## src/rtl/core/wsfr_pkg.sv

```systemverilog
//------------------------------------------------------------------------------
// wsfr_pkg
// Shared types and constants for the WebSocket frame receiver.
//------------------------------------------------------------------------------
`default_nettype none

package wsfr_pkg;

    typedef enum logic [2:0] {
        PH_HDR0 = 3'd0,
        PH_HDR1 = 3'd1,
        PH_EXT  = 3'd2,
        PH_MASK = 3'd3,
        PH_DATA = 3'd4
    } phase_t;

    typedef enum logic [1:0] {
        KIND_DATA  = 2'd0,
        KIND_EMPTY = 2'd1,
        KIND_ERROR = 2'd2
    } kind_t;

    typedef enum logic [1:0] {
        ERR_NONE = 2'd0,
        ERR_RSV  = 2'd1,
        ERR_MASK = 2'd2,
        ERR_SIZE = 2'd3
    } err_t;

    localparam logic [3:0]  OPC_CLOSE         = 4'h8;
    localparam logic [6:0]  LEN_EXT16         = 7'd126;
    localparam logic [6:0]  LEN_EXT64         = 7'd127;
    localparam logic [7:0]  RSV_BITS          = 8'h70;
    localparam logic [3:0]  HCNT_EXT16        = 4'd2;
    localparam logic [3:0]  HCNT_EXT64        = 4'd8;
    localparam logic [3:0]  HCNT_MASK         = 4'd4;
    localparam logic [31:0] MAX_PAYLOAD_RESET = 32'd10485760;

    typedef struct packed {
        kind_t      kind;
        logic [7:0] data;
        logic [3:0] opcode;
        logic       frame_end;
        logic       message_end;
        err_t       error_code;
    } wsfr_result_t;

endpackage

`default_nettype wire

```

## src/rtl/core/websocket_frame_receiver.sv

```systemverilog
// Each result is registered in a two-entry result buffer before it is output.
// Throughput: one received byte per cycle unless both buffer entries are full;
// the parser updates its state on every transfer until an error, and the buffer
// keeps input open while one result waits. Reset (rst_n, asynchronous, active
// low) returns the parser to the first header byte, clears the closed and dead
// flags, empties the buffer and sets the payload limit to 10485760 bytes.
//------------------------------------------------------------------------------
// websocket_frame_receiver
// Client-to-server WebSocket frame deframer with payload unmasking.
//------------------------------------------------------------------------------
`default_nettype none

module websocket_frame_receiver (
    input  wire logic        clk,
    input  wire logic        rst_n,
    input  wire logic        cfg_wr_en,
    input  wire logic [31:0] cfg_wr_data,
    input  wire logic        in_valid,
    output logic             in_ready,
    input  wire logic [7:0]  rx_byte,
    output logic             out_valid,
    input  wire logic        out_ready,
    output logic [1:0]       kind,
    output logic [7:0]       data,
    output logic [3:0]       opcode,
    output logic             frame_end,
    output logic             message_end,
    output logic [1:0]       error_code
);
    import wsfr_pkg::*;

    logic [31:0]  max_payload_reg;
    logic         accept;
    logic         res_valid;
    wsfr_result_t res;
    wsfr_result_t head;

    always_ff @(posedge clk or negedge rst_n)
    begin
        if (!rst_n)
        begin
            max_payload_reg <= MAX_PAYLOAD_RESET;
        end
        else if (cfg_wr_en)
        begin
            max_payload_reg <= cfg_wr_data;
        end
    end

    assign accept = in_valid && in_ready;

    wsfr_parse u_parse (
        .clk         (clk),
        .rst_n       (rst_n),
        .accept      (accept),
        .rx_byte     (rx_byte),
        .max_payload (max_payload_reg),
        .res_valid   (res_valid),
        .res         (res)
    );

    wsfr_obuf u_obuf (
        .clk        (clk),
        .rst_n      (rst_n),
        .push       (res_valid),
        .push_data  (res),
        .can_accept (in_ready),
        .out_valid  (out_valid),
        .out_ready  (out_ready),
        .head       (head)
    );

    assign kind        = head.kind;
    assign data        = head.data;
    assign opcode      = head.opcode;
    assign frame_end   = head.frame_end;
    assign message_end = head.message_end;
    assign error_code  = head.error_code;

endmodule

`default_nettype wire

```

## src/rtl/core/wsfr_parse.sv

```systemverilog
//------------------------------------------------------------------------------
// wsfr_parse
// Frame header parser, length check and payload unmasking, one byte per cycle while accept is high.
//------------------------------------------------------------------------------
`default_nettype none

module wsfr_parse (
    input  wire logic                  clk,
    input  wire logic                  rst_n,
    input  wire logic                  accept,
    input  wire logic [7:0]            rx_byte,
    input  wire logic [31:0]           max_payload,
    output logic                       res_valid,
    output wsfr_pkg::wsfr_result_t     res
);
    import wsfr_pkg::*;

    phase_t      phase_reg, phase_next;
    logic [3:0]  hcnt_reg, hcnt_next;
    logic        fin_reg, fin_next;
    logic [3:0]  msgop_reg, msgop_next;
    logic        in_frag_reg, in_frag_next;
    logic [31:0] len_reg, len_next;
    logic        len_ovf_reg, len_ovf_next;
    logic [31:0] rem_reg, rem_next;
    logic [31:0] key_reg, key_next;
    logic [1:0]  midx_reg, midx_next;
    logic        closed_reg, closed_next;
    logic        dead_reg, dead_next;

    logic [31:0] len_shifted;
    logic        len_shift_ovf;
    logic [7:0]  key_byte;
    logic        last_byte;

    assign len_shifted   = {len_reg[23:0], rx_byte};
    assign len_shift_ovf = len_ovf_reg | (len_reg[31:24] != 8'd0);
    assign last_byte     = (rem_reg == 32'd1);

    always_comb
    begin
        case (midx_reg)
            2'd0:    key_byte = key_reg[31:24];
            2'd1:    key_byte = key_reg[23:16];
            2'd2:    key_byte = key_reg[15:8];
            default: key_byte = key_reg[7:0];
        endcase
    end

    always_ff @(posedge clk or negedge rst_n)
    begin
        if (!rst_n)
        begin
            phase_reg   <= PH_HDR0;
            hcnt_reg    <= 4'd0;
            fin_reg     <= 1'b0;
            msgop_reg   <= 4'd0;
            in_frag_reg <= 1'b0;
            len_reg     <= 32'd0;
            len_ovf_reg <= 1'b0;
            rem_reg     <= 32'd0;
            key_reg     <= 32'd0;
            midx_reg    <= 2'd0;
            closed_reg  <= 1'b0;
            dead_reg    <= 1'b0;
        end
        else
        begin
            phase_reg   <= phase_next;
            hcnt_reg    <= hcnt_next;
            fin_reg     <= fin_next;
            msgop_reg   <= msgop_next;
            in_frag_reg <= in_frag_next;
            len_reg     <= len_next;
            len_ovf_reg <= len_ovf_next;
            rem_reg     <= rem_next;
            key_reg     <= key_next;
            midx_reg    <= midx_next;
            closed_reg  <= closed_next;
            dead_reg    <= dead_next;
        end
    end

    always_comb
    begin
        phase_next   = phase_reg;
        hcnt_next    = hcnt_reg;
        fin_next     = fin_reg;
        msgop_next   = msgop_reg;
        in_frag_next = in_frag_reg;
        len_next     = len_reg;
        len_ovf_next = len_ovf_reg;
        rem_next     = rem_reg;
        key_next     = key_reg;
        midx_next    = midx_reg;
        closed_next  = closed_reg;
        dead_next    = dead_reg;
        res_valid    = 1'b0;
        res          = '0;

        if (accept && !dead_reg)
        begin
            case (phase_reg)
                PH_HDR0:
                begin
                    fin_next = rx_byte[7];
                    if (!in_frag_reg)
                    begin
                        msgop_next = rx_byte[3:0];
                    end
                    // The count doubles as a reserved-bits flag until the second byte.
                    hcnt_next  = ((rx_byte & RSV_BITS) != 8'd0) ? 4'd1 : 4'd0;
                    phase_next = PH_HDR1;
                end
                PH_HDR1:
                begin
                    len_next     = 32'd0;
                    len_ovf_next = 1'b0;
                    if (hcnt_reg != 4'd0)
                    begin
                        dead_next      = 1'b1;
                        res_valid      = 1'b1;
                        res.kind       = KIND_ERROR;
                        res.error_code = ERR_RSV;
                    end
                    else if (!rx_byte[7])
                    begin
                        dead_next      = 1'b1;
                        res_valid      = 1'b1;
                        res.kind       = KIND_ERROR;
                        res.error_code = ERR_MASK;
                    end
                    else if (rx_byte[6:0] == LEN_EXT16)
                    begin
                        hcnt_next  = HCNT_EXT16;
                        phase_next = PH_EXT;
                    end
                    else if (rx_byte[6:0] == LEN_EXT64)
                    begin
                        hcnt_next  = HCNT_EXT64;
                        phase_next = PH_EXT;
                    end
                    else if ({25'd0, rx_byte[6:0]} > max_payload)
                    begin
                        dead_next      = 1'b1;
                        res_valid      = 1'b1;
                        res.kind       = KIND_ERROR;
                        res.error_code = ERR_SIZE;
                    end
                    else
                    begin
                        rem_next   = {25'd0, rx_byte[6:0]};
                        hcnt_next  = HCNT_MASK;
                        phase_next = PH_MASK;
                    end
                end
                PH_EXT:
                begin
                    // Only the low 32 bits are kept; anything shifted past them
                    // makes the length too large for any limit.
                    len_next     = len_shifted;
                    len_ovf_next = len_shift_ovf;
                    hcnt_next    = hcnt_reg - 4'd1;
                    if (hcnt_reg == 4'd1)
                    begin
                        if (len_shift_ovf || (len_shifted > max_payload))
                        begin
                            dead_next      = 1'b1;
                            res_valid      = 1'b1;
                            res.kind       = KIND_ERROR;
                            res.error_code = ERR_SIZE;
                        end
                        else
                        begin
                            rem_next   = len_shifted;
                            hcnt_next  = HCNT_MASK;
                            phase_next = PH_MASK;
                        end
                    end
                end
                PH_MASK:
                begin
                    key_next  = {key_reg[23:0], rx_byte};
                    hcnt_next = hcnt_reg - 4'd1;
                    if (hcnt_reg == 4'd1)
                    begin
                        midx_next = 2'd0;
                        if (rem_reg == 32'd0)
                        begin
                            res_valid       = !closed_reg;
                            res.kind        = KIND_EMPTY;
                            res.opcode      = msgop_reg;
                            res.frame_end   = 1'b1;
                            res.message_end = fin_reg;
                            in_frag_next    = !fin_reg;
                            if (fin_reg && (msgop_reg == OPC_CLOSE))
                            begin
                                closed_next = 1'b1;
                            end
                            phase_next = PH_HDR0;
                            hcnt_next  = 4'd0;
                        end
                        else
                        begin
                            phase_next = PH_DATA;
                        end
                    end
                end
                PH_DATA:
                begin
                    midx_next       = midx_reg + 2'd1;
                    rem_next        = rem_reg - 32'd1;
                    res_valid       = !closed_reg;
                    res.kind        = KIND_DATA;
                    res.data        = rx_byte ^ key_byte;
                    res.opcode      = msgop_reg;
                    res.frame_end   = last_byte;
                    res.message_end = last_byte & fin_reg;
                    if (last_byte)
                    begin
                        in_frag_next = !fin_reg;
                        if (fin_reg && (msgop_reg == OPC_CLOSE))
                        begin
                            closed_next = 1'b1;
                        end
                        phase_next = PH_HDR0;
                        hcnt_next  = 4'd0;
                        midx_next  = 2'd0;
                    end
                end
                default:
                begin
                    phase_next = PH_HDR0;
                end
            endcase
        end
    end

endmodule

`default_nettype wire

```

## src/rtl/core/wsfr_obuf.sv

```systemverilog
//------------------------------------------------------------------------------
// wsfr_obuf
// Two-entry result buffer: an output register plus a skid register.
//------------------------------------------------------------------------------
`default_nettype none

module wsfr_obuf (
    input  wire logic                  clk,
    input  wire logic                  rst_n,
    input  wire logic                  push,
    input  wire wsfr_pkg::wsfr_result_t push_data,
    output logic                       can_accept,
    output logic                       out_valid,
    input  wire logic                  out_ready,
    output wsfr_pkg::wsfr_result_t     head
);
    import wsfr_pkg::*;

    logic         head_valid_reg, head_valid_next;
    logic         skid_valid_reg, skid_valid_next;
    wsfr_result_t head_reg, head_next;
    wsfr_result_t skid_reg, skid_next;
    logic         pop;

    assign pop        = head_valid_reg && out_ready;
    assign can_accept = !skid_valid_reg;
    assign out_valid  = head_valid_reg;
    assign head       = head_reg;

    always_comb
    begin
        head_valid_next = head_valid_reg;
        skid_valid_next = skid_valid_reg;
        head_next       = head_reg;
        skid_next       = skid_reg;
        if (pop)
        begin
            if (skid_valid_reg)
            begin
                head_next       = skid_reg;
                skid_next       = push_data;
                skid_valid_next = push;
            end
            else
            begin
                head_next       = push_data;
                head_valid_next = push;
            end
        end
        else if (push)
        begin
            if (!head_valid_reg)
            begin
                head_next       = push_data;
                head_valid_next = 1'b1;
            end
            else
            begin
                skid_next       = push_data;
                skid_valid_next = 1'b1;
            end
        end
    end

    always_ff @(posedge clk or negedge rst_n)
    begin
        if (!rst_n)
        begin
            head_valid_reg <= 1'b0;
            skid_valid_reg <= 1'b0;
        end
        else
        begin
            head_valid_reg <= head_valid_next;
            skid_valid_reg <= skid_valid_next;
        end
    end

    always_ff @(posedge clk)
    begin
        head_reg <= head_next;
        skid_reg <= skid_next;
    end

endmodule

`default_nettype wire

```

## config.mk

```make
export PLATFORM = sky130hd
export DESIGN_NAME = websocket_frame_receiver
export DESIGN_NICKNAME = d
export VERILOG_FILES = /design/src/rtl/core/wsfr_pkg.sv /design/src/rtl/core/websocket_frame_receiver.sv /design/src/rtl/core/wsfr_parse.sv /design/src/rtl/core/wsfr_obuf.sv
export SDC_FILE = /design/constraint.sdc
export NUM_CORES = 1
export LEC_CHECK = 0
export ABC_CLOCK_PERIOD_IN_PS = 4900
export BUFFER_PORTS_ARGS = -buffer_cell sky130_fd_sc_hd__buf_2
export CORE_AREA = 10 10 175 177
export DETAILED_ROUTE_END_ITERATION = 7
export DIE_AREA = 0 0 185 187
export GPL_TIMING_DRIVEN = 0
export SLEW_MARGIN = 40
export SYNTH_ARGS = -nofsm -noshare
export SYNTH_HDL_FRONTEND = slang
export SYNTH_SLANG_ARGS = --single-unit
export TNS_END_PERCENT = 10
```

## constraint.sdc

```tcl
create_clock -name clk -period 4.9 [get_ports clk]
set_input_delay 0.98 -clock clk [delete_from_list [all_inputs] [get_ports clk]]
set_output_delay 0.98 -clock clk [all_outputs]
set_load 0.1 [all_outputs]
```

# Word-level counts from Yosys, hierarchy flattened
# Index checks and enable logic that the tools add are counted.
# totals
register_bits	184
inputBits	45
elab_cells	203
# op_classes
magnitude_cmp	2
bitwise	4
addsub	3
muxes	103
n_reduce_logical	35
n_eq_ne	29
# ops
operator	n
two-way mux 32 bit	7
two-way mux 18 bit	9
case mux 32 bit (3 select lines)	1
case mux 32 bit (2 select lines)	1
two-way mux 4 bit	10
two-way mux 2 bit	17
two-way mux 1 bit	33
equality test 32 x 1 -> 1 bit (second input constant)	1
> comparator 32 bit	1
> comparator 7 x 32 -> 1 bit	1
logical NOT 32 bit	1
subtractor 32 x 1 -> 32 bit (second input constant)	1
two-way mux 3 bit	10
case mux 8 bit (3 select lines)	1
case mux 4 bit (5 select lines)	1
inequality test 2 bit (second input constant)	8
nonzero test 8 bit	2
case mux 3 bit (5 select lines)	1
equality test 7 bit (second input constant)	2
two-way mux 6 bit	2
inequality test 2 x 1 -> 1 bit (second input constant)	6
case mux 6 bit (2 select lines)	1
AND reduction 2 bit	6
AND reduction 3 bit	3
other kinds (34)	50

# Longest topological paths before layout
# Gate-level depths: netlist of the first run.
# depth
ltp_word	11
depth_mapped	13
ltp_nobuf	10

# Hierarchy
# From an unflattened synthesis of the first run, not the netlist that was laid out.
# unflattened
cells_unflattened	869
hier_area_um2	9705.6
# modules_own_cells
mod	cells_each	area_each_um2	n_inst
wsfr_parse	733	6887.9	1
wsfr_obuf	67	1463.9	1
websocket_frame_receiver	69	1353.8	1

# Worst setup path after synthesis of the first run
# No wires, ideal clock.
# synth_timing
kind	input to register
start	in rx_byte[0]
end	reg u_obuf.head_reg (netlist bit u_obuf.head[0]), enable pin
arrival_time_ns	4.000
required_ns	4.482
path_buffers	1
cell_stages	10
setup_ns	0.418
setup_slack_ns	0.482
path_cell_list	clkbuf_1 inv_1 ha_1 nand2b_1 a211oi_1 or3_1 o21ai_0 a211oi_2 o311ai_0 o21ai_0
# synth_between
elab_chain_len	10
word_cells_on_any_way	16
# synth_rtl
element	line	source
start, declared	websocket_frame_receiver.sv:20	input wire logic [7:0] rx_byte,
> comparator 7 x 32 -> 1 bit	wsfr_parse.sv:143	else if ({25'd0, rx_byte[6:0]} > max_payload)
two-way mux 1 bit	wsfr_parse.sv:143	
two-way mux 1 bit	wsfr_parse.sv:138	else if (rx_byte[6:0] == LEN_EXT64)
two-way mux 1 bit	wsfr_parse.sv:133	else if (rx_byte[6:0] == LEN_EXT16)
two-way mux 1 bit	wsfr_parse.sv:126	else if (!rx_byte[7])
two-way mux 1 bit	wsfr_parse.sv:119	if (hcnt_reg != 4'd0)
case mux 1 bit (4 select lines) (*)	wsfr_parse.sv:103	case (phase_reg)
two-way mux 1 bit (*)	wsfr_parse.sv:101	if (accept && !dead_reg)
nonzero test 2 bit (no source line) (*)	n/a	
AND reduction 2 bit (no source line) (*)	n/a	
end signal, assigned	wsfr_obuf.sv:81	head_reg <= head_next;
end, declared	wsfr_obuf.sv:21	wsfr_result_t head_reg, head_next;
# Mark *: on every way between the ends. The rest lies on a longest branch, timed or not.
# A chain may end at the register's enable or synchronous reset.

# Worst setup path in the final report of the first run
# layout_timing
start	in rx_byte[0]
end	reg u_obuf.skid_reg[8] (netlist name), enable pin
# layout_between
elab_chain_len	10
word_cells_on_any_way	16
# layout_rtl
element	line	source
> comparator 7 x 32 -> 1 bit	wsfr_parse.sv:143	
two-way mux 1 bit	wsfr_parse.sv:143	
two-way mux 1 bit	wsfr_parse.sv:138	
two-way mux 1 bit	wsfr_parse.sv:133	
two-way mux 1 bit	wsfr_parse.sv:126	
two-way mux 1 bit	wsfr_parse.sv:119	
case mux 1 bit (4 select lines) (*)	wsfr_parse.sv:103	
two-way mux 1 bit (*)	wsfr_parse.sv:101	
nonzero test 2 bit (no source line) (*)	n/a	
AND reduction 3 bit (no source line) (*)	n/a	
end signal, assigned	wsfr_obuf.sv:82	skid_reg <= skid_next;
end, declared	wsfr_obuf.sv:22	wsfr_result_t skid_reg, skid_next;
# Marks and branches as above.

==> results of run 1 <==
-- cell type report --
class / count / area, sq um / area share [%]
Timing Repair Buffer: 66 / 405 / 3.76
Clock inverter: 15 / 180 / 1.67
Sequential cell: 184 / 4790 / 44.4
Inverter: 47 / 176 / 1.64
Buffer: 45 / 205 / 1.90
Tap cell: 346 / 433 / 4.01
Multi-Input combinational cell: 609 / 4180 / 38.7
Clock buffer: 17 / 425 / 3.94
-- cells by family (layout without fill, tap and decap cells) --
| group | Yosys count | count (layout) | synth area share (%) |
|---|---|---|---|
| simple gates | 237 | 237 | 12.7 |
| xor+xnor | 11 | 11 | 1.03 |
| mux | 40 | 40 | 4.84 |
| compound gates | 280 | 280 | 20.4 |
| flops | 184 | 184 | 51.4 |
| buf+inv | 92 | 190 | 4.10 |
| fa+ha+maj | 41 | 41 | 5.51 |
-- power groups by stage --
| stage | Combinational, mW | Sequential, mW | Clock, mW |
|---|---|---|---|
| floorplan | 1.45 | 2.40 | 0 |
| global route | 2.34 | 2.43 | 1.49 |
| finish | 2.12 | 2.37 | 1.40 |
| detailed placement | 2.10 | 2.40 | 0 |
| CTS | 2.11 | 2.37 | 1.43 |
| global placement | 2.04 | 2.38 | 0 |
-- cell usage in the layout, fill, tap and decap left out, types with 6 or more instances in the layout --
master,count
ha_1,41
or3_1,9
o21ai_1,20
a22oi_1,11
inv_1,47
nor2_1,56
clkbuf_1,36
and2_1,8
a22o_1,33
a21oi_1,49
edfxtp_1,36
nor4_1,12
clkbuf_16,17
a21o_1,27
a31oi_1,6
xnor2_1,8
and3_1,6
nand2_1,73
a222oi_1,8
o31ai_1,25
mux2_2,40
dfrtp_1,146
buf_2,65
a32oi_1,7
o21ai_0,56
nand3_1,19
nor3_1,21
-- metrics by stage --
stage	power (mW)	instance area, sq um	util [%]	instances
floorplan	3.84	9310	-	885
global placement	4.42	10100	36.8	1293
detailed placement	4.50	10200	37.3	1297
CTS	5.91	10800	39.5	1329
global route	6.25	10800	39.5	1329
finish	5.89	10800	39.5	1329
-- worst max-delay path: stages --
cell,delay (ns)
clkbuf_1,0.49
inv_1,0.23
ha_1,0.24
nand2b_1,0.14
a211oi_1,0.20
or3_1,0.25
o21ai_0,0.14
a211oi_2,0.66
o311ai_1,0.33
nand3b_1,0.31
o21ai_4,0.18
buf_8,0.20
-- layer usage --
layer	track usage, %	part of all wire, %	vias up
li1	-	-	3460
met1	20.7	48	3677
met2	22.4	46	194
met3	2.39	4.0	25
met4	4.88	1.7	0
met5	0	0	-
-- worst paths after layout --
path                                    start              endpoint  slack (ns)  depth (start not counted)
min reg2reg                  u_parse.dead_reg      u_parse.dead_reg        0.48                          1
min                                     rst_n  u_parse.msgop_reg[0]        0.39                          1
min in group clk             u_parse.dead_reg      u_parse.dead_reg        0.48                          1
max in group asynchronous               rst_n   max_payload_reg[23]        3.52                          3
max                                rx_byte[0]    u_obuf.skid_reg[8]        0.67                         12
max reg2reg                u_parse.rem_reg[0]    u_obuf.skid_reg[8]        1.08                         12
==> results by group, run 1 <==
STA
  • Fin Clk Skew: roughly 0.014 ns
  • Post-route clock period utilization: a little under nine tenths
  • RSZ-0062 raised after global routing: false
  • Final Hold Violating Endpoints: 0
  • Setup TNS Final: 0 ns
  • Relative slew slack: 45.9%
  • Clock period minus worst slack: ~4.2 ns
  • WHS: 0.387 ns
  • Fmax achieved: between 200 and 250 MHz
  • Setup Viol. Count Final: 0
  • Final count of pins violating max slew: 0
  • Final Worst Setup Slack: ~0.67 ns
  • Worst Max-Slew Pin Slew: between 0.7 and 0.8 ns

Drt
  • Via density: roughly 5.5
  • Vias: roughly 7,400
  • DRC violations left: 0
  • Final WL: between 20 and 30 mm
  • Wirelength per Cell: ~19 um
  • DRT iter0 DRCs: ~740
  • Antenna-violating nets left: 0
  • Pre-antenna DRT Iters: 5

Clock tree
  • Sink Count: around 180
  • Reg clk slew, reported paths: 0.08 ns
  • TritonCTS Buffers: 17
  • Setup Fix Bufs, Post-CTS: 0
  • Number of cells upsized or downsized after cts: 0
  • Max clock buf depth: 2
  • CTS root buf: clkbuf_16
  • Worst-Skew Late Latency: roughly 0.44 ns
  • Cts-stage hold buffer count: 0
  • CTS tree: done
  • Level count of the clock H-tree: 4

Finish
  • Fillcell total: about 2,700
  • Layout area overhead: 15.8%
  • ANT cells: 0
  • Final nets: between 1,000 and 1,500
  • Share of cells above drive strength 1: between 10% and 20%

Placement
  • Pre-CTS WS: roughly 0.28 ns
  • GPL Wtd Cong: ~0.89
  • Port-buffer cells: 62
  • HPWL after DPL: ~18 mm

Setup path
  • Worst path arrival time: 4.38 ns
  • Startpoint types: input port
  • Max FO, Critical Path: 11
  • Crit Path Category: in2reg
  • CP required: 5.05 ns
  • Crit end category: flip-flop

Run
  • Max cap viols: 0

Floorplanning
  • Top-level port count: 65
  • Initial Util: between 30% and 40%
  • Rows: slightly above 60
  • Die width: 185 um
  • Die Height: 187 um
  • Die area: approximately 35,000 sq um
  • Core area: about 27,000 sq um

Logic synthesis
  • Sequential share of the synthesized area: between 50% and 60%
  • Number of synthesized flops with an enable pin: 36
  • Yosys warning total: 0
  • Post-synthesis net count: 971
  • Mapped Area: a little over 9000 sq um
  • Post-synthesis cell type count: 71
  • Cells after Synth: between 800 and 900
  • Register bit count reported by yosys: roughly 180
  • Mean area per synthesized cell: between 10 and 15 sq um
  • Count leader, synth: dfrtp_1
  • Yosys top cell area share: 39.2%
  • Top post-synthesis cells by count: 146 x dfrtp_1, 73 x nand2_1, 58 x o21ai_0
  • Synth top area cells: dfrtp_1 39%, edfxtp_1 12%, ha_1 5.5%, mux2_2 4.8%, o21ai_0 3.1%
  • Biggest area consumer among synthesized cells: dfrtp_1
  • Synth Flop Type: dfrtp_1
  • Asr flop ratio synth: 80.4%

Global route
  • Total GRT Usage: about 15%
  • Largest net degree at the start of global routing: 73
  • First-pass GRT wire length: just over 40 mm
  • Vias in the first global route: about 7,400
  • Global route overflow: 0
  • Initial antenna violation count: 0

Pwr
  • Pwr per Cell Area: about 550 nW/um^2
  • Sw Ratio: a little over 40%
  • Comb pwr share: a little over a third
  • Internal power: 3.51 mW
  • P_sw: approximately 2.4 mW
  • Clock Power Share: about a quarter
  • LEAKAGE: around 4.8 nW
  • Worst vdd ir: 0.250 mV
  • Reg power frac: approximately two fifths

Status
  • Status: finished, final reports clean

Hold path
  • Hold crit path type: in2async
No activity file was read; power rests on OpenSTA's default activity.
==> run 2, diff against run 1 <==
--- a/config.mk
+++ b/config.mk
@@ -5,11 +5,12 @@
 export SDC_FILE = /design/constraint.sdc
 export NUM_CORES = 1
 export LEC_CHECK = 0
+export ABC_AREA = 1
 export ABC_CLOCK_PERIOD_IN_PS = 4900
 export BUFFER_PORTS_ARGS = -buffer_cell sky130_fd_sc_hd__buf_2
-export CORE_AREA = 10 10 175 177
+export CORE_AREA = 10 10 180 182
 export DETAILED_ROUTE_END_ITERATION = 7
-export DIE_AREA = 0 0 185 187
+export DIE_AREA = 0 0 190 192
 export GPL_TIMING_DRIVEN = 0
 export SLEW_MARGIN = 40
 export SYNTH_ARGS = -nofsm -noshare
==> run 2 against run 1 <==
Sequential share of layout area down 2.4 points. Global-route usage rose by 0.57 points. Final cell count increased by 31%. Area after synthesis is 6.5% higher. Critical path type unchanged. Highest routed layer unchanged.
==> results by group, run 2 <==
Setup path
  • Max FO, Critical Path: 12
  • Cell breakdown of the critical path: buf_2, inv_1, ha_1, nand2_1, nor2_1, nand4_1, nand3_1, nor2_1, nand3_1, nand2_1, nor3_1, nand2_1, nand2_1, o21ai_2, buf_4
  • Critical path's slowest cell: o21ai_2
  • R2R setup slack: about 1.9 ns
  • Worst path arrival time: between 3 and 4 ns
  • Cell depth of the worst flop-to-flop path: 15
  • Cell mode on critical path: nand2_1
  • Crit end category: flip-flop
  • Startpoint types: input port
  • Worst r2r src: max_payload_reg[23]
  • CP top delay family: simple AND/OR/NAND/NOR gates
  • CP Buf/Inv Count: 3
  • Max incr delay on CP: approximately 0.34 ns
  • CP required: between 5 and 6 ns
  • Crit Path Category: in2reg
  • Reg2reg end: u_obuf.head[10]

Floorplanning
  • Rows: a little over 60
  • Die area: ~36,000 sq um
  • Initial Util: between 30 and 40%
  • Core area: between 20,000 and 30,000 sq um
  • Die width: 190 um
  • Die Height: 192 um
  • Top-level port count: 65

Clock tree
  • Cts-stage hold buffer count: 0
  • Number of cells upsized or downsized after cts: 0
  • TritonCTS Buffers: 17
  • Sink Count: 184
  • Reg clk slew, reported paths: about 0.070 ns
  • Level count of the clock H-tree: 4
  • Max clock buf depth: 2
  • CTS tree: done
  • Worst-Skew Late Latency: approximately 0.44 ns
  • CTS root buf: clkbuf_16
  • Setup Fix Bufs, Post-CTS: 0

Drt
  • DRC violations left: 0
  • DRT iter0 DRCs: around 690
  • Pre-antenna DRT Iters: 5
  • Vias: about 8,500
  • Wirelength per Cell: 15.7 um
  • Via density: 4.87
  • Antenna-violating nets left: 0
  • Final WL: roughly 27 mm

Logic synthesis
  • Mean area per synthesized cell: 7.87 sq um
  • Post-synthesis adder-cell area fraction: 5.17%
  • Post-synthesis cell type count: 45
  • Cells after Synth: about 1,300
  • Count leader, synth: nand2_1
  • XOR/XNOR Fraction of Synth Area: less than 1%
  • Biggest area consumer among synthesized cells: dfrtp_1
  • Asr flop ratio synth: ~80%
  • Mapped Area: a little under 10,000 sq um
  • Number of synthesized flops with an enable pin: 36
  • Sequential share of the synthesized area: approximately half
  • Post-synthesis net count: about 1,300
  • Yosys top cell area share: a little under two fifths
  • Largest family of logic cells by synthesized area: simple AND/OR/NAND/NOR gates
  • Top post-synthesis cells by count: 346 x nand2_1, 184 x inv_1, 146 x dfrtp_1
  • Mux cell area share after synthesis: less than 1%
  • Register bit count reported by yosys: 184
  • Yosys warning total: 0
  • Simple-gate share of the synthesized area: around a quarter
  • Compound-Gate Fraction of Synth Area: roughly an eighth
  • Synth top area cells: dfrtp_1 37%, nand2_1 13%, edfxtp_1 11%, inv_1 7.0%, o21ai_0 6.5%
  • Synth Flop Type: dfrtp_1

Pwr
  • Comb pwr share: about 7.5%
  • Total Power: roughly 3.3 mW
  • P_sw: 785 uW
  • Worst vdd ir: between 0.2 and 0.25 mV
  • Reg power frac: approximately 50%
  • Pwr per Cell Area: approximately 290 nW/um^2
  • Clock Power Share: between 40% and 50%
  • Internal power: approximately 2.5 mW
  • Sw Ratio: between 20% and 30%
  • LEAKAGE: between 5 and 6 nW

Finish
  • Final nets: between 1,000 and 1,500
  • Share of cells above drive strength 1: about 10%
  • ANT cells: 0
  • FF+latch area: 4790 sq um
  • Core Util, Final: roughly two fifths
  • Most frequent cells in the layout: 346 x nand2_1, 184 x inv_1, 146 x dfrtp_1, 128 x o21ai_0, 106 x nor2_1
  • Layout area overhead: 14.9%
  • Multi-input combinational cell area: around 4200 sq um
  • Fillcell total: a little under 3,000
  • Commonest non-fill, non-tap cell in the layout: nand2_1

STA
  • Fmax achieved: ~300 MHz
  • Fin Clk Skew: approximately 0.012 ns
  • Post-route clock period utilization: between 60% and 70%
  • Worst Max-Slew Pin Slew: ~0.64 ns
  • Relative slew slack: between 50% and 60%
  • RSZ-0062 raised after global routing: false
  • Setup TNS Final: 0 ns
  • Clock period minus worst slack: approximately 3.3 ns
  • Final count of pins violating max slew: 0
  • WHS: about 0.4 ns
  • Final Hold Violating Endpoints: 0
  • Setup Viol. Count Final: 0

Global route
  • First-pass GRT wire length: between 40 and 50 mm
  • Initial antenna violation count: 0
  • Total GRT Usage: approximately 15%
  • Global route overflow: 0
  • Vias in the first global route: 8,368
  • Largest net degree at the start of global routing: around 70

Run
  • Max cap viols: 0

Placement
  • GPL Wtd Cong: 0.905
  • Port-buffer cells: 63
  • HPWL after DPL: 20.5 mm

Status
  • Status: finished, final reports clean

Hold path
  • Hold crit path type: in2async
==> run 2: worst register-to-register path, cell delays in order, from the launching register on <==
cell and delay (ns):
dfstp_2 0.51, inv_1 0.06, ha_1 0.29, nand2_1 0.08
nor2_1 0.17, nand4_1 0.10, nor2_1 0.19, nand2_1 0.08
nand2_1 0.06, nand2_1 0.10, nand3_1 0.11, nand2_1 0.06
nand2_1 0.12, nand2_1 0.15, o21ai_2 0.34, buf_4 0.27
==> run 2: area by class of cell <==
cell class / count / share of cell area [%]
inverters: 191 / 6.29
well taps: 384 / 4.21
clock inverters: 7 / 0.823
clock buffers: 23 / 4.29
plain buffers: 40 / 1.73
flip-flops and latches: 184 / 42.0
repair buffers: 67 / 3.53
multi-input cells: 845 / 37.1
==> run 2: metrics by stage <==
stage	cells	setup slack, ns	area [sq um]
finish	1741	1.57	11400
global route	1741	1.40	11400
CTS	1741	1.60	11400
detailed placement	1711	1.15	10800
global placement	1707	-0.0499	10700
floorplan	1260	1.12	9920
==> run 2: metal layers <==
metal	track usage (%)	share of wire, %	vias up
met5	0	0	-
met4	5.59	2.8	0
met3	3.43	5.7	47
met2	24.5	45	219
met1	19.8	46	3963
li1	-	-	4251
==> run 2: worst max-delay path by stage <==
stage	startpoint	endpoint	slack, ns	depth (start not counted)
finish	rx_byte[0]	u_obuf.head[10]	1.57	15
global route	rx_byte[0]	u_obuf.head[5]	1.40	15
CTS	rx_byte[0]	u_obuf.head[14]	1.60	15
detailed placement	rx_byte[0]	u_obuf.head[8]	1.15	15
global placement	rx_byte[0]	u_obuf.head[8]	-0.05	14
floorplan	rx_byte[0]	u_obuf.head[0]	1.12	13
==> run 2: logic make-up after synthesis <==
kind of cell,Yosys count
simple gates,560
compound gates,235
buf+inv,231
flops,184
fa+ha+maj,41
xor+xnor,8
mux,1
==> run 2: power groups by stage <==
stage / clock [mW] / combinational (mW) / sequential (mW)
final: 1.40 / 0.246 / 1.62
after global routing: 1.49 / 0.289 / 1.63
after CTS: 1.43 / 0.251 / 1.62
after detailed placement: 0 / 0.249 / 1.65
after global placement: 0 / 0.236 / 1.65
after floorplan: 0 / 0.142 / 1.65
==> run 3, diff against run 2 <==
--- a/config.mk
+++ b/config.mk
@@ -5,12 +5,12 @@
 export SDC_FILE = /design/constraint.sdc
 export NUM_CORES = 1
 export LEC_CHECK = 0
-export ABC_AREA = 1
-export ABC_CLOCK_PERIOD_IN_PS = 4900
+export ABC_AREA = 0
+export ABC_CLOCK_PERIOD_IN_PS = 3000
 export BUFFER_PORTS_ARGS = -buffer_cell sky130_fd_sc_hd__buf_2
-export CORE_AREA = 10 10 180 182
+export CORE_AREA = 10 10 175 177
 export DETAILED_ROUTE_END_ITERATION = 7
-export DIE_AREA = 0 0 190 192
+export DIE_AREA = 0 0 185 187
 export GPL_TIMING_DRIVEN = 0
 export SLEW_MARGIN = 40
 export SYNTH_ARGS = -nofsm -noshare
==> constraint.sdc (replaced) <==
create_clock -name clk -period 3 [get_ports clk]
set_input_delay 0.6 -clock clk [delete_from_list [all_inputs] [get_ports clk]]
set_output_delay 0.6 -clock clk [all_outputs]
set_load 0.1 [all_outputs]
==> run 3 against run 2 <==
The run now ends with setup timing left. Final area decreased by 0.98%. Via count decreased by 12%. Combinational power rose to 16 times the previous value.
==> results by group, run 3 (same netlist as run 1, synthesis figures left out) <==
Drt
  • Pre-antenna DRT Iters: 6
  • Final WL: roughly 26 mm
  • Vias: between 7,000 and 8,000
  • Antenna-violating nets left: 0
  • DRT iter0 DRCs: 677
  • Wirelength per Cell: approximately 19 um
  • DRC violations left: 0
  • Via density: 5.54

Setup path
  • CP required: around 3.3 ns
  • Crit end category: flip-flop
  • Worst r2r src: u_parse.len_reg[31]
  • Critical path's slowest cell: or4_4
  • Cell depth of the worst flop-to-flop path: 11
  • R2R setup slack: -0.11 ns
  • Crit Path Category: reg2reg
  • Cell breakdown of the critical path: or4_4, nor4_4, o2111ai_2, nor3_1, a211oi_4, buf_4, o21a_1, buf_6, buf_8, o31ai_1, o21ai_1
  • Worst path arrival time: between 3 and 4 ns
  • Max incr delay on CP: roughly 0.55 ns
  • Startpoint types: flip-flop
  • Reg2reg end: u_parse.rem_reg[21]
  • Max FO, Critical Path: 10

Finish
  • ANT cells: 0
  • Commonest non-fill, non-tap cell in the layout: dfrtp_1
  • Fillcell total: between 2,000 and 3,000
  • Layout area overhead: 21.2%
  • Most frequent cells in the layout: 142 x dfrtp_1, 72 x nand2_1, 58 x buf_2, 56 x nor2_1, 55 x o21ai_0
  • Share of cells above drive strength 1: 23.8%
  • Final nets: about 1,100

Pwr
  • Worst vdd ir: between 0.3 and 0.4 mV
  • LEAKAGE: between 4 and 5 nW
  • Pwr per Cell Area: between 800 and 900 nW/um^2

STA
  • Final count of pins violating max slew: 0
  • Relative slew slack: between 40% and 50%
  • Setup Viol. Count Final: 49
  • Clock period minus worst slack: 3.11 ns
  • Fin Clk Skew: between 0.015 and 0.02 ns
  • Final Hold Violating Endpoints: 0
  • Post-route clock period utilization: 104%
  • Final Worst Setup Slack: -0.111 ns
  • Worst Max-Slew Pin Slew: 0.758 ns
  • RSZ-0062 raised after global routing: true
  • Fmax achieved: roughly 320 MHz
  • Setup TNS Final: -2.31 ns

Clock tree
  • Sink Count: ~180
  • Worst-Skew Late Latency: around 0.44 ns
  • Level count of the clock H-tree: 4
  • TritonCTS Buffers: 17
  • Reg clk slew, reported paths: about 0.070 ns
  • CTS tree: done
  • CTS root buf: clkbuf_16
  • Max clock buf depth: 2

Placement
  • HPWL after DPL: around 18 mm
  • Pre-CTS WS: -0.962 ns
  • Port-buffer cells: 62
  • GPL Wtd Cong: 0.874

Global route
  • Global route overflow: 0
  • Vias in the first global route: ~7,400
  • Total GRT Usage: between 10 and 15%
  • First-pass GRT wire length: around 41 mm
  • Largest net degree at the start of global routing: 73
  • Initial antenna violation count: 0

Status
  • Status: finished, violations left
  • Failing checks: setup timing

Run
  • Max cap viols: 0

Floorplanning
  • Initial Util: around 34%
  • Die area: 34,600 sq um
  • Top-level port count: 65
  • Rows: 61
  • Die Height: between 150 and 200 um
  • Die width: between 150 and 200 um
  • Core area: ~27,000 sq um

Hold path
  • Min-delay src: cfg_wr_data[4]
  • Hold Path Sink: max_payload_reg[4]
  • Hold Path Stages: 3
  • Hold crit path type: in2reg
==> run 3: cell count changes in the layout (fill, tap and decap cells not counted), moves of 20 or more <==
| cell | previous run | this run |
|---|---|---|
| nor2_1 | 106 | 56 |
| inv_1 | 184 | 44 |
| o21ai_0 | 128 | 55 |
| nand2_1 | 346 | 72 |
| mux2_2 | 1 | 40 |
| a21o_1 | 1 | 27 |
| buf_4 | 2 | 22 |
| nand3_1 | 44 | 17 |
| a22o_1 | 0 | 33 |
==> run 3: repair_timing <==
| item | CTS | global route |
|---|---|---|
| resized for setup | 45 | 21 |
| pin swaps | 24 | 6 |
| hold buffers | 1 | 0 |
| buffers inserted | 8 | 10 |
| gates cloned | 1 | 1 |
| endpoints found under the setup margin | 94 | 88 |
| endpoints found under the hold margin | 7 | 0 |
==> run 3: worst max-delay path by stage <==
| stage | slack, ns | to | from | cells past startpoint |
|---|---|---|---|---|
| floorplan | 0.001 | u_obuf.skid_reg[0] | rx_byte[0] | 11 |
| global placement | -0.97 | max_payload_reg[17] | rst_n | 1 |
| detailed placement | -0.96 | u_obuf.skid_reg[17] | rx_byte[6] | 9 |
| CTS | -0.1 | u_obuf.skid_reg[10] | u_parse.rem_reg[0] | 12 |
| global route | -0.26 | u_parse.rem_reg[21] | u_parse.len_reg[31] | 11 |
| finish | -0.11 | u_parse.rem_reg[21] | u_parse.len_reg[31] | 11 |
==> run 3: layout make-up <==
| type | count | area, sq um | area share [%] |
|---|---|---|---|
| plain buffers | 44 | 221 | 1.96 |
| clock buffers | 17 | 425 | 3.77 |
| clock inverters | 15 | 154 | 1.36 |
| inverters | 47 | 176 | 1.56 |
| multi-input cells | 609 | 4480 | 39.7 |
| flip-flops and latches | 184 | 4790 | 42.4 |
| well taps | 346 | 433 | 3.83 |
| repair buffers | 85 | 608 | 5.39 |
==> run 3: critical path, delay by kind of cell, from the launching register on <==
| kind | cells | cell delay (ns) |
|---|---|---|
| and+or+nand+nor | 3 | 1.22 |
| buffers and inverters | 3 | 0.48 |
| AOI/OAI and AO/OA | 5 | 0.90 |
| DFF | 1 | 0.39 |
==> run 3: routing by layer <==
metal  routed length (um)  GRT usage, %  up-vias
li1                     -             -     3505
met1                12200          20.6     3754
met2                12200          22.9      174
met3                 1010          2.82       28
met4                  465          4.53        0
met5                    0             0        -
==> run 3: where the power goes <==
part           internal, mW  switching, mW  total [mW]  leakage (nW)
Clock                  1.11           1.10        2.21         0.278
Sequential             3.22          0.679        3.90          2.26
Combinational          1.59           2.36        3.95          2.39
==> run 3: metrics by stage <==
step | utilization [%] | power, mW | cell area, sq um | hold WS [ns] | cells
final | 41.3 | 10.1 | 11300 | 0.362 | 1347
after global routing | 41.3 | 10.7 | 11300 | 0.365 | 1347
after global placement | 37.1 | 7.28 | 10100 | 0.456 | 1293
after detailed placement | 37.3 | 7.36 | 10200 | 0.461 | 1295
after CTS | 40.7 | 9.88 | 11100 | 0.359 | 1337
after floorplan | - | 6.34 | 9380 | 0.304 | 885
